==> config.mk <==
export PLATFORM = sky130hd
export DESIGN_NAME = zone_table_point_and_area_match_unit
export DESIGN_NICKNAME = d
export VERILOG_FILES = /design/src/hw/rtl/ztam_pkg.sv /design/src/hw/rtl/zone_table_point_and_area_match_unit.sv /design/src/hw/rtl/ztam_ram.sv /design/src/hw/rtl/ztam_eval.sv
export SDC_FILE = /design/constraint.sdc
export NUM_CORES = 2
export LEC_CHECK = 0
export ABC_AREA = 1
export BUFFER_PORTS_ARGS = -buffer_cell sky130_fd_sc_hd__clkbuf_2
export CORE_MARGIN = 1.5
export CORE_UTILIZATION = 35
export CTS_BUF_LIST = sky130_fd_sc_hd__clkbuf_4 sky130_fd_sc_hd__clkbuf_8
export DETAILED_ROUTE_END_ITERATION = 16
export GPL_TIMING_DRIVEN = 0
export SLEW_MARGIN = 20
export SYNTH_ARGS = -nofsm -noshare
export SYNTH_HDL_FRONTEND = slang
export SYNTH_SLANG_ARGS = --single-unit
==> constraint.sdc <==
create_clock -name clk_i -period 22 [get_ports clk_i]
set_clock_uncertainty 0.2 [all_clocks]
set_input_delay 2.2 -clock clk_i [delete_from_list [all_inputs] [get_ports clk_i]]
set_output_delay 2.2 -clock clk_i [all_outputs]
set_load 0.05 [all_outputs]
==> src/hw/rtl/ztam_pkg.sv <==
// Types and codes shared by the zone table match unit.
// No dependencies.
`default_nettype none

package ztam_pkg;

  typedef enum logic [1:0] {
    FUNC_WRITE = 2'd0,
    FUNC_CLEAR = 2'd1,
    FUNC_POINT = 2'd2,
    FUNC_AREA  = 2'd3
  } func_e;

  typedef enum logic [1:0] {
    ST_IDLE,
    ST_SCAN,
    ST_WAIT,
    ST_FLUSH
  } state_e;

  typedef struct packed {
    logic [1:0]  func;
    logic [3:0]  zone_index;
    logic        is_circle;
    logic [15:0] x_a;
    logic [15:0] y_a;
    logic [15:0] x_b;
    logic [15:0] y_b;
    logic [3:0]  level;
    logic [11:0] radius_in;
    logic [7:0]  ambient_in;
    logic [7:0]  color_in;
  } in_t;

  typedef struct packed {
    logic       found;
    logic [3:0] hit_index;
    logic [7:0] hit_ambient;
    logic [7:0] hit_color;
    logic       last;
  } out_t;

  // One table entry as held in the zone memory.
  typedef struct packed {
    logic        is_circle;
    logic [15:0] x_a;
    logic [15:0] y_a;
    logic [15:0] x_b;
    logic [15:0] y_b;
    logic [3:0]  level;
    logic [11:0] radius;
    logic [7:0]  ambient;
    logic [7:0]  color;
  } entry_t;

  localparam int unsigned EntryW = $bits(entry_t);

  // Query held for the duration of a scan.
  typedef struct packed {
    logic        is_area;
    logic [15:0] x_a;
    logic [15:0] y_a;
    logic [15:0] x_b;
    logic [15:0] y_b;
    logic [3:0]  level;
  } query_t;

  // Side information travelling with each memory read.
  typedef struct packed {
    logic       slot_valid;
    logic       last_slot;
    logic [3:0] index;
  } tag_t;

  // Registered result of the per-entry evaluation stage.
  typedef struct packed {
    logic        slot_ok;
    logic        last_slot;
    logic [3:0]  index;
    logic        is_circle;
    logic        rect_in;
    logic        box_ok;
    logic [31:0] dx2;
    logic [31:0] dy2;
    logic [23:0] r2;
    logic [7:0]  ambient;
    logic [7:0]  color;
  } eval_t;

endpackage

`default_nettype wire

==> src/hw/rtl/zone_table_point_and_area_match_unit.sv <==
// Top level of the zone table match unit: scan sequencer, valid bits and result register.
// Depends on ztam_pkg, ztam_ram and ztam_eval.
`default_nettype none

// Usage
// A transaction is accepted on a rising edge where start is high and busy is low.
// item_i.func selects the operation. A zone write or a table clear completes at the
// accepting edge: busy stays low and the next transaction may follow in the next
// cycle. A write to a slot at or beyond NUM_ZONES is dropped.
// A point lookup or an area query raises busy and scans the zone memory one entry
// per cycle, in index order. Each entry passes through a memory read stage, an
// evaluation stage (squares and bounding box) and a decision stage, whose result
// is registered in the output register.
// Results are shown on result_o for exactly one cycle with result_valid_o high;
// the receiver cannot hold them off. A point lookup gives a single result: the
// first zone that matches, or a not-found result when nothing matches. An area
// query gives its final result at the end of the scan, and each earlier hit once
// the next hit is found. The memory read port, one entry per cycle, sets the
// length of a query.
// Reset clears all entry valid bits at once, so the table reads as empty and no
// clearing pass is needed; zone data in memory is left undefined until written.
module zone_table_point_and_area_match_unit
  import ztam_pkg::*;
#(
  parameter int unsigned NUM_ZONES = 16
) (
  input  wire logic clk_i,
  input  wire logic rst_ni,
  input  wire logic start,
  output logic      busy,
  input  wire in_t  item_i,
  output out_t      result_o,
  output logic      result_valid_o
);

  localparam int unsigned IdxW = (NUM_ZONES > 1) ? $clog2(NUM_ZONES) : 1;
  localparam logic [IdxW-1:0] LastIdx = IdxW'(NUM_ZONES - 1);

  state_e          state_q, state_d;
  logic [IdxW-1:0] rd_cnt_q, rd_cnt_d;
  logic            rd_issue, rd_v_q;
  tag_t            tag_q;
  logic [NUM_ZONES-1:0] valid_q;
  query_t          qry_q;

  logic            accept, is_query, in_range, ram_we;
  entry_t          wr_entry, rd_entry;
  logic [EntryW-1:0] rd_data;

  logic            ev_v;
  eval_t           ev;
  logic [32:0]     dist2;
  logic            hit, done_b, flush_go;

  logic            pend_v_q;
  logic [3:0]      pend_idx_q;
  logic [7:0]      pend_amb_q, pend_col_q;

  logic            emit_v;
  out_t            emit_d;
  logic            out_v_q;
  out_t            out_q;

  assign busy     = (state_q != ST_IDLE);
  assign accept   = start && !busy;
  assign is_query = (item_i.func == FUNC_POINT) || (item_i.func == FUNC_AREA);
  assign in_range = (32'(item_i.zone_index) < 32'(NUM_ZONES));
  assign ram_we   = accept && (item_i.func == FUNC_WRITE) && in_range;

  always_comb begin
    wr_entry.is_circle = item_i.is_circle;
    wr_entry.x_a       = item_i.x_a;
    wr_entry.y_a       = item_i.y_a;
    wr_entry.x_b       = item_i.x_b;
    wr_entry.y_b       = item_i.y_b;
    wr_entry.level     = item_i.level;
    wr_entry.radius    = item_i.radius_in;
    wr_entry.ambient   = item_i.ambient_in;
    wr_entry.color     = item_i.color_in;
  end

  // The zone memory is only written while idle and only read while scanning,
  // so a read never meets a write to the same entry.
  ztam_ram #(
    .Width (EntryW),
    .Depth (NUM_ZONES)
  ) u_zone_mem (
    .clk_i   (clk_i),
    .we_i    (ram_we),
    .waddr_i (IdxW'(item_i.zone_index)),
    .wdata_i (wr_entry),
    .re_i    (rd_issue),
    .raddr_i (rd_cnt_q),
    .rdata_o (rd_data)
  );

  assign rd_entry = entry_t'(rd_data);

  // Valid bits live in flip-flops so that reset and a clear empty the table at once.
  always_ff @(posedge clk_i or negedge rst_ni) begin
    if (!rst_ni) begin
      valid_q <= '0;
    end else if (accept && (item_i.func == FUNC_CLEAR)) begin
      valid_q <= '0;
    end else if (ram_we) begin
      valid_q[IdxW'(item_i.zone_index)] <= 1'b1;
    end
  end

  // The query is held steady for the whole scan.
  always_ff @(posedge clk_i) begin
    if (accept && is_query) begin
      qry_q.is_area <= (item_i.func == FUNC_AREA);
      qry_q.x_a     <= item_i.x_a;
      qry_q.y_a     <= item_i.y_a;
      qry_q.x_b     <= item_i.x_b;
      qry_q.y_b     <= item_i.y_b;
      qry_q.level   <= item_i.level;
    end
  end

  // Read stage: the tag is registered alongside the memory read data.
  always_ff @(posedge clk_i or negedge rst_ni) begin
    if (!rst_ni) begin
      rd_v_q   <= 1'b0;
      rd_cnt_q <= '0;
    end else begin
      rd_v_q   <= rd_issue;
      rd_cnt_q <= rd_cnt_d;
    end
  end

  always_ff @(posedge clk_i) begin
    if (rd_issue) begin
      tag_q.slot_valid <= valid_q[rd_cnt_q];
      tag_q.last_slot  <= (rd_cnt_q == LastIdx);
      tag_q.index      <= 4'(rd_cnt_q);
    end
  end

  ztam_eval u_eval (
    .clk_i   (clk_i),
    .rst_ni  (rst_ni),
    .valid_i (rd_v_q && !done_b),
    .tag_i   (tag_q),
    .entry_i (rd_entry),
    .query_i (qry_q),
    .valid_o (ev_v),
    .eval_o  (ev)
  );

  // Decision stage. A point lookup ends at its first hit, which also discards
  // the entries still in flight behind it.
  always_comb begin
    dist2    = 33'(ev.dx2) + 33'(ev.dy2);
    hit      = ev_v && ev.slot_ok &&
               (qry_q.is_area ? ev.box_ok
                              : (ev.is_circle ? (dist2 <= 33'(ev.r2)) : ev.rect_in));
    done_b   = ev_v && !qry_q.is_area && (hit || ev.last_slot);
    flush_go = ev_v && qry_q.is_area && ev.last_slot;
  end

  // Next state.
  always_comb begin
    state_d = state_q;
    case (state_q)
      ST_IDLE: begin
        if (accept && is_query) begin
          state_d = ST_SCAN;
        end
      end
      ST_SCAN: begin
        if (done_b) begin
          state_d = ST_IDLE;
        end else if (rd_cnt_q == LastIdx) begin
          state_d = ST_WAIT;
        end
      end
      ST_WAIT: begin
        if (done_b) begin
          state_d = ST_IDLE;
        end else if (flush_go) begin
          state_d = ST_FLUSH;
        end
      end
      ST_FLUSH: begin
        state_d = ST_IDLE;
      end
      default: begin
        state_d = ST_IDLE;
      end
    endcase
  end

  // Outputs of the sequencer: read issue, scan counter and result to register.
  // An area hit is held back as pending until the next hit or the end of the
  // scan shows whether it is the last result.
  always_comb begin
    rd_issue = 1'b0;
    rd_cnt_d = rd_cnt_q;
    emit_v   = 1'b0;
    emit_d   = '0;
    case (state_q)
      ST_IDLE: begin
        if (accept && is_query) begin
          rd_cnt_d = '0;
        end
      end
      ST_SCAN, ST_WAIT: begin
        if (state_q == ST_SCAN && !done_b) begin
          rd_issue = 1'b1;
          rd_cnt_d = rd_cnt_q + 1'b1;
        end
        if (ev_v && !qry_q.is_area) begin
          if (hit) begin
            emit_v             = 1'b1;
            emit_d.found       = 1'b1;
            emit_d.hit_index   = ev.index;
            emit_d.hit_ambient = ev.ambient;
            emit_d.hit_color   = ev.color;
            emit_d.last        = 1'b1;
          end else if (ev.last_slot) begin
            emit_v      = 1'b1;
            emit_d.last = 1'b1;
          end
        end else if (hit && pend_v_q) begin
          emit_v             = 1'b1;
          emit_d.found       = 1'b1;
          emit_d.hit_index   = pend_idx_q;
          emit_d.hit_ambient = pend_amb_q;
          emit_d.hit_color   = pend_col_q;
        end
      end
      ST_FLUSH: begin
        emit_v      = 1'b1;
        emit_d.last = 1'b1;
        if (pend_v_q) begin
          emit_d.found       = 1'b1;
          emit_d.hit_index   = pend_idx_q;
          emit_d.hit_ambient = pend_amb_q;
          emit_d.hit_color   = pend_col_q;
        end
      end
      default: begin
        rd_issue = 1'b0;
      end
    endcase
  end

  always_ff @(posedge clk_i or negedge rst_ni) begin
    if (!rst_ni) begin
      state_q  <= ST_IDLE;
      pend_v_q <= 1'b0;
      out_v_q  <= 1'b0;
    end else begin
      state_q <= state_d;
      out_v_q <= emit_v;
      if (accept && is_query) begin
        pend_v_q <= 1'b0;
      end else if (hit && qry_q.is_area) begin
        pend_v_q <= 1'b1;
      end
    end
  end

  always_ff @(posedge clk_i) begin
    out_q <= emit_d;
    if (hit && qry_q.is_area) begin
      pend_idx_q <= ev.index;
      pend_amb_q <= ev.ambient;
      pend_col_q <= ev.color;
    end
  end

  assign result_o       = out_q;
  assign result_valid_o = out_v_q;

endmodule

`default_nettype wire

==> src/hw/rtl/ztam_ram.sv <==
// Generic single-port-write, single-port-read RAM with registered read data.
// No dependencies.
`default_nettype none

module ztam_ram #(
  parameter int unsigned Width = 8,
  parameter int unsigned Depth = 16
) (
  input  wire logic                                    clk_i,
  input  wire logic                                    we_i,
  input  wire logic [(Depth > 1 ? $clog2(Depth) : 1)-1:0] waddr_i,
  input  wire logic [Width-1:0]                        wdata_i,
  input  wire logic                                    re_i,
  input  wire logic [(Depth > 1 ? $clog2(Depth) : 1)-1:0] raddr_i,
  output logic      [Width-1:0]                        rdata_o
);

  logic [Width-1:0] mem_q [Depth];
  logic [Width-1:0] rdata_q;

  always_ff @(posedge clk_i) begin
    if (we_i) begin
      mem_q[waddr_i] <= wdata_i;
    end
    if (re_i) begin
      rdata_q <= mem_q[raddr_i];
    end
  end

  assign rdata_o = rdata_q;

endmodule

`default_nettype wire

==> src/hw/rtl/ztam_eval.sv <==
// Per-entry evaluation stage: squares, containment and bounding-box tests.
// Depends on ztam_pkg.
`default_nettype none

module ztam_eval
  import ztam_pkg::*;
(
  input  wire logic   clk_i,
  input  wire logic   rst_ni,
  input  wire logic   valid_i,
  input  wire tag_t   tag_i,
  input  wire entry_t entry_i,
  input  wire query_t query_i,
  output logic        valid_o,
  output eval_t       eval_o
);

  logic [15:0]        adx, ady;
  logic               rect_in;
  logic signed [17:0] bx0, bx1, by0, by1;
  logic signed [17:0] qx0, qx1, qy0, qy1;
  logic signed [17:0] cx_s, cy_s, rad_s;
  logic               box_ok;
  logic               valid_q;
  eval_t              eval_d, eval_q;

  // Distances are taken as magnitudes so that each square is a 16 by 16 product.
  always_comb begin
    adx = (query_i.x_a >= entry_i.x_a) ? (query_i.x_a - entry_i.x_a)
                                       : (entry_i.x_a - query_i.x_a);
    ady = (query_i.y_a >= entry_i.y_a) ? (query_i.y_a - entry_i.y_a)
                                       : (entry_i.y_a - query_i.y_a);
    rect_in = (query_i.x_a >= entry_i.x_a) && (query_i.x_a <= entry_i.x_b) &&
              (query_i.y_a >= entry_i.y_a) && (query_i.y_a <= entry_i.y_b);
  end

  always_comb begin
    cx_s  = $signed({2'b00, entry_i.x_a});
    cy_s  = $signed({2'b00, entry_i.y_a});
    rad_s = $signed({6'd0, entry_i.radius});
    if (entry_i.is_circle) begin
      bx0 = cx_s - rad_s;
      bx1 = cx_s + rad_s;
      by0 = cy_s - rad_s;
      by1 = cy_s + rad_s;
    end else begin
      bx0 = cx_s;
      by0 = cy_s;
      bx1 = $signed({2'b00, entry_i.x_b});
      by1 = $signed({2'b00, entry_i.y_b});
    end
    qx0 = $signed({2'b00, query_i.x_a});
    qy0 = $signed({2'b00, query_i.y_a});
    qx1 = $signed({2'b00, query_i.x_b});
    qy1 = $signed({2'b00, query_i.y_b});
    box_ok = !((bx1 < qx0) || (bx0 > qx1) || (by1 < qy0) || (by0 > qy1));
  end

  always_comb begin
    eval_d.slot_ok   = tag_i.slot_valid && (entry_i.level == query_i.level);
    eval_d.last_slot = tag_i.last_slot;
    eval_d.index     = tag_i.index;
    eval_d.is_circle = entry_i.is_circle;
    eval_d.rect_in   = rect_in;
    eval_d.box_ok    = box_ok;
    eval_d.dx2       = 32'(adx) * 32'(adx);
    eval_d.dy2       = 32'(ady) * 32'(ady);
    eval_d.r2        = 24'(entry_i.radius) * 24'(entry_i.radius);
    eval_d.ambient   = entry_i.ambient;
    eval_d.color     = entry_i.color;
  end

  always_ff @(posedge clk_i or negedge rst_ni) begin
    if (!rst_ni) begin
      valid_q <= 1'b0;
    end else begin
      valid_q <= valid_i;
    end
  end

  always_ff @(posedge clk_i) begin
    eval_q <= eval_d;
  end

  assign valid_o = valid_q;
  assign eval_o  = eval_q;

endmodule

`default_nettype wire

* Word level (Yosys, flattened, before mapping)
Memory sizes are Yosys's and may differ from the RTL's. A register that Yosys moved wholly into a read port is not among the register bits.
Index checks and enable logic that the tools add are counted.
W data, S select, Z words.
** Storage, ports and cells
- Output and inout port bits :: 24
- Register bits :: 256
- RAM bits :: 1552
- Input port bits :: 106
- Word-level logic and storage cells :: 151
- Memories kept :: 1
** Cells by class
- Add/sub/neg operators :: 10
- Reductions and logical operators :: 37
- Bitwise operators :: 1
- $lt $le $gt $ge :: 12
- Multipliers :: 3
- Multiplexer cells :: 40
- Equal/unequal tests :: 12
** Memory list
- u_zone_mem.mem_q :: depth 16, bits a word 97, read ports 1, clocked after Yosys merged registers in 1, write ports 1, line ztam_ram.sv:18 : logic [Width-1:0] mem_q [Depth];
** Operators with widths (count)
- $mux W21 :: 4
- $mux W18 :: 4
- $mul A16 B16 Y32 :: 2
- $mux W16 :: 4
- $sub A16 B16 Y16 :: 4
- $pmux W22 S2 :: 1
- $gt A18 B17 Y1 :: 2
- $lt A18 B17 Y1 :: 2
- $add A16 B12 Y17 :: 2
- $sub A16 B12 Y17 :: 2
- $add A32 B32 Y33 :: 1
- $le A33 B24 Y1 :: 1
- $ge A16 B16 Y1 :: 2
- $le A16 B16 Y1 :: 2
- $mul A12 B12 Y24 :: 1
- $logic_and A1 B1 Y1 :: 19
- $or A16 B16 Y16 :: 1
- $mux W1 :: 15
- $lt A4 B5 Y1 const B :: 2
- $mux W2 :: 5
- $eq A2 B2 Y1 const B :: 4
- $mux W4 :: 2
- $pmux W2 S4 :: 1
- $pmux W4 S2 :: 1
- 16 further kinds :: 31

* Depth between registers and ports, before layout
- Word-level depth :: 11
- Depth in mapped cells :: 40
- Mapped depth without buffers :: 39

* Modules after synthesis
A second synthesis with hierarchy kept.
** Second synthesis, totals
- Cell total of the unflattened synthesis :: 11403
- Area total of the unflattened synthesis :: 107568.2 um^2
** Modules (own cells, without submodules)
- ztam_ram :: seq. area each 49517.5 um^2, area each 69026.2 um^2, instances 1, cells an instance 6366
- ztam_eval :: seq. area each 2227.1 um^2, area each 30204.0 um^2, instances 1, cells an instance 4064
- zone_table_point_and_area_match_unit :: seq. area each 3918.8 um^2, area each 8338.0 um^2, instances 1, cells an instance 973

* Worst setup path before layout
Ideal clock, no wire load.
- Kind :: reg-to-reg
- From :: register qry_q[52] in the netlist's numbering
- To :: register u_eval.eval_q (netlist bit u_eval.eval_o[100])
- Clock period less this slack :: 7.541 ns
- Data arrival time :: 7.215 ns
- Setup time :: 0.127 ns
- Path buffers :: 1
- Required time :: 21.673 ns
- Setup slack :: 14.459 ns
- Cell stages (with the launch flop) :: 35
- Cells stage by stage :: edfxtp_1 > inv_1 > ha_1 > inv_1 > fa_1 > a21oi_2 > o21ai_2 > nand2_1 > nand3_2 > buf_6 > o21ai_2 > xor2_2 > nor2_1 > fa_1 > inv_1 > fa_1 > inv_1 > fa_1 > inv_1 > fa_1 > inv_1 > fa_1 > inv_1 > fa_1 > inv_1 > ha_1 > a21oi_1 > o21ai_0 > a21oi_1 > o21ai_1 > a21boi_1 > o21ai_1 > a21boi_1 > o21ai_0 > xor2_1
** RTL lines
- start: declaration :: line zone_table_point_and_area_match_unit.sv:44 : query_t qry_q;
- end signal: assignment :: line ztam_eval.sv:82 : eval_q <= eval_d;
- end: declaration :: line ztam_eval.sv:25 : eval_t eval_d, eval_q;

==> impl_metrics.tcl <==
set metrics [dict create \
    routedWlPerCell_um 23.3 \
    htree_levels 5 \
    antenna_found_initial 41 \
    cts.path.max_buffers 4 \
    cts_hold_buf 0 \
    synth-edff-count 1744 \
    final_cells 13400 \
    via_per_inst 5.26 \
    synthTopCellsByArea "edfxtp_1 (53%), fa_1 (8.3%), ha_1 (6.6%)" \
    holdWs_ps 138 \
    setup_ws_ps 12670 \
    dpl_cell_area_mm2 0.106 \
    hold_viol_final 0 \
    drt-initial-drc-count 6957 \
    finalSetupViolCount 0 \
    outcome "completed" \
    dp_hpwl_um 233000 \
    powerDensity_mw_per_mm2 62.4 \
    cts_root_buf "clkbuf_8" \
    yosysTopAreaCellShare_pct 53.1 \
    finalWeightedCongestion 0.957 \
    slowest_delay_ps 880 \
    totalNegativeSetupSlack_ps 0 \
    rows 194 \
    grt_pass1_wl_um 458000 \
    synth_area_mm2 0.0987 \
    r2r_end "u_eval.eval_o[100]$_DFF_P_" \
    synthCells 8915 \
    p_leak_uw 0.0441 \
    slowest_stage "xor2_1" \
    synth_cell_types 68 \
    holdPathEnd "u_eval.eval_o[1]$_DFF_P_" \
    ys_ff_latch 1902 \
    criticalPathCategory "flip-flop to flip-flop" \
    vdd_drop_max_uv 69.4 \
    core_area_mm2 0.280 \
    synth_nets 9950 \
    end_kind "flip-flop" \
    crit_path_frequent_cell "fa_1" \
    grt_pass1_vias 71300 \
    pwr-share-seq_pct 56.2 \
    post-route-min-period_ps 9340 \
    period_share_pct 42.4 \
    hp-class "flip-flop to flip-flop" \
    routed-via-count 70600 \
    crit_arrival_ps 10010 \
    chipHeight_um 534 \
    yosys.area.top_type "edfxtp_1" \
    final_common_cell "edfxtp_1" \
    hold_depth 0 \
    drcViolationCount 0 \
    die_x_um 534 \
    maxSlewViolCount 0 \
    synth_flop_cell "edfxtp_1" \
    layout-drive-gt1-share_pct 8.82 \
    finalInstanceArea_mm2 0.112 \
    overflow 0 \
    cp-start-kind "flip-flop" \
    cts_tree "built" \
    sw_frac_of_total_pct 20.9 \
    power_switching_uw 1460 \
    maxCapViolCount 0 \
    ys_warn_count 0 \
    combinationalPowerShare_pct 0.9 \
    nets 10500 \
    ant_nets 0 \
    fp.dieArea_mm2 0.285 \
    ioPinCount 130 \
    hp-start "u_zone_mem.rdata_o[1]$_DFFE_PP_" \
    syn_to_final_growth_pct 13.8 \
    rsz0062_at_grt "no" \
    r2r_start "u_zone_mem.rdata_o[89]$_DFFE_PP_" \
    grtUsageTotal_pct 21.5 \
    drt-total-wl_um 313000 \
    post_cts.repair.setup_buffers 0 \
    rr_worst_depth 30 \
    slew_headroom_pct 23.2 \
    p_int_uw 5540 \
    clock_sinks 1902 \
    ys_async_sr_fraction_pct 1.37 \
    grt_max_degree 70 \
    reg2reg_slack_ps 12670 \
    tightest_slew_ps 1150 \
    place_ws_ps 12520 \
    cp.required_ps 22670 \
    clock_latency_ps 1010 \
    initial_core_util_pct 35.3 \
    cts_buffers 311 \
    cts_resized 0 \
    clk_pin_slew_worst_paths_ps 70 \
    worst-path-max-fanout 10 \
    clock.fmax_ghz 0.107 \
    p_clk_share_pct 42.9 \
    avgSynthCellArea_um2 11.1 \
    port_buffers 129 \
    yosysSeqAreaShare_pct 56.4 \
    first_pass_iters 6 \
    final_cell_mix "edfxtp_1 (1744), nor2_1 (1178), inv_1 (1060)" \
    dp_cells 12900 \
]
-- cell usage after synthesis (24+ instances only) --
| cell | n |
|---|---|
| a21oi_1 | 286 |
| a31oi_1 | 24 |
| clkbuf_1 | 343 |
| dfrtp_1 | 26 |
| dfxtp_1 | 132 |
| edfxtp_1 | 1744 |
| fa_1 | 410 |
| ha_1 | 519 |
| inv_1 | 1061 |
| nand2_1 | 1032 |
| nand3_1 | 272 |
| nand4_1 | 26 |
| nor2_1 | 1196 |
| nor3_1 | 33 |
| o211ai_1 | 46 |
| o21ai_0 | 917 |
| o221ai_1 | 161 |
| o22ai_1 | 256 |
| xnor2_1 | 45 |
| xor2_1 | 110 |
-- cell families (layout without fill, tap and decap cells) --
family / count (synthesis) / after routing / synth area share, %
xor+xnor: 173 / 173 / 1.73
buf+inv: 1473 / 2217 / 5.66
mux: 3 / 3 / 0.0304
other cells: 0 / 26 / 0
compound gates: 1831 / 1831 / 10.8
fa+ha+maj: 929 / 929 / 14.9
flops: 1902 / 1902 / 56.4
simple gates: 2604 / 2604 / 10.5
-- metrics by stage --
| step | power [µW] | utilization [%] |
|---|---|---|
| after floorplan | 4020 | - |
| after global placement | 4070 | 37.2 |
| after detailed placement | 4080 | 38.0 |
| after CTS | 7040 | 40.1 |
| after global routing | 7190 | 40.1 |
| final | 7000 | 40.1 |
-- state kept, by name, indices dropped and copies added, names as in the netlist, 2 cells and up --
signal,cells
pend_amb_q,8
u_zone_mem.mem_q,1552
pend_idx_q,4
u_eval.eval_o,110
u_zone_mem.rdata_o,97
pend_col_q,8
rd_cnt_q,4
tag_q,6
result_o,22
qry_q,69
state_q,2
valid_q,16
-- layout make-up --
type	instances	area, µm²
diodes	26	65.1
repair buffers	225	2870
inverters	1087	4090
multi-input cells	5540	37600
fillers	26700	168000
clock buffers	447	5400
clock inverters	72	453
well taps	3724	4660
plain buffers	386	1530
flip-flops and latches	1902	55700
-- routing by layer --
layer	routed length [µm]	global-route usage, %	up-vias
met5	110	0	-
met4	13900	9.29	16
met3	26200	4.43	684
met2	150000	36.2	3097
met1	123000	26.6	34900
li1	-	-	31900
-- critical path: cells and delay by family, from the launching register on --
kind	cells	cell delay, ps
buffers and inverters	5	700
AOI/OAI and AO/OA	11	2350
DFF	1	530
xor gates and xnor gates	2	1170
adders and majority gates	8	3760
and+or+nand+nor	4	480
-- power by group through the flow --
stage	sequential (µW)	clock, µW	combinational, µW
after floorplan	4010	0	0.891
after CTS	3940	3040	63.1
final	3940	3000	64.2
after global routing	3940	3190	67.8
after detailed placement	4010	0	63.1
after global placement	4010	0	58.5
-- worst max-delay path by stage --
stage / from / to / slack (ps) / cells past startpoint
after global routing: u_zone_mem.rdata_o[89]$_DFFE_PP_ / u_eval.eval_o[100]$_DFF_P_ / 12030 / 32
after global placement: start / u_zone_mem.mem_q[15][67]$_DFFE_PP_ / 9860 / 7
after floorplan: qry_q[52]$_DFFE_PP_ / u_eval.eval_o[100]$_DFF_P_ / 14460 / 34
after detailed placement: u_zone_mem.rdata_o[91]$_DFFE_PP_ / u_eval.eval_o[100]$_DFF_P_ / 12520 / 30
after CTS: u_zone_mem.rdata_o[89]$_DFFE_PP_ / u_eval.eval_o[100]$_DFF_P_ / 12580 / 30
final: u_zone_mem.rdata_o[89]$_DFFE_PP_ / u_eval.eval_o[100]$_DFF_P_ / 12670 / 30
Note: power is estimated with default switching activity, not from simulation.
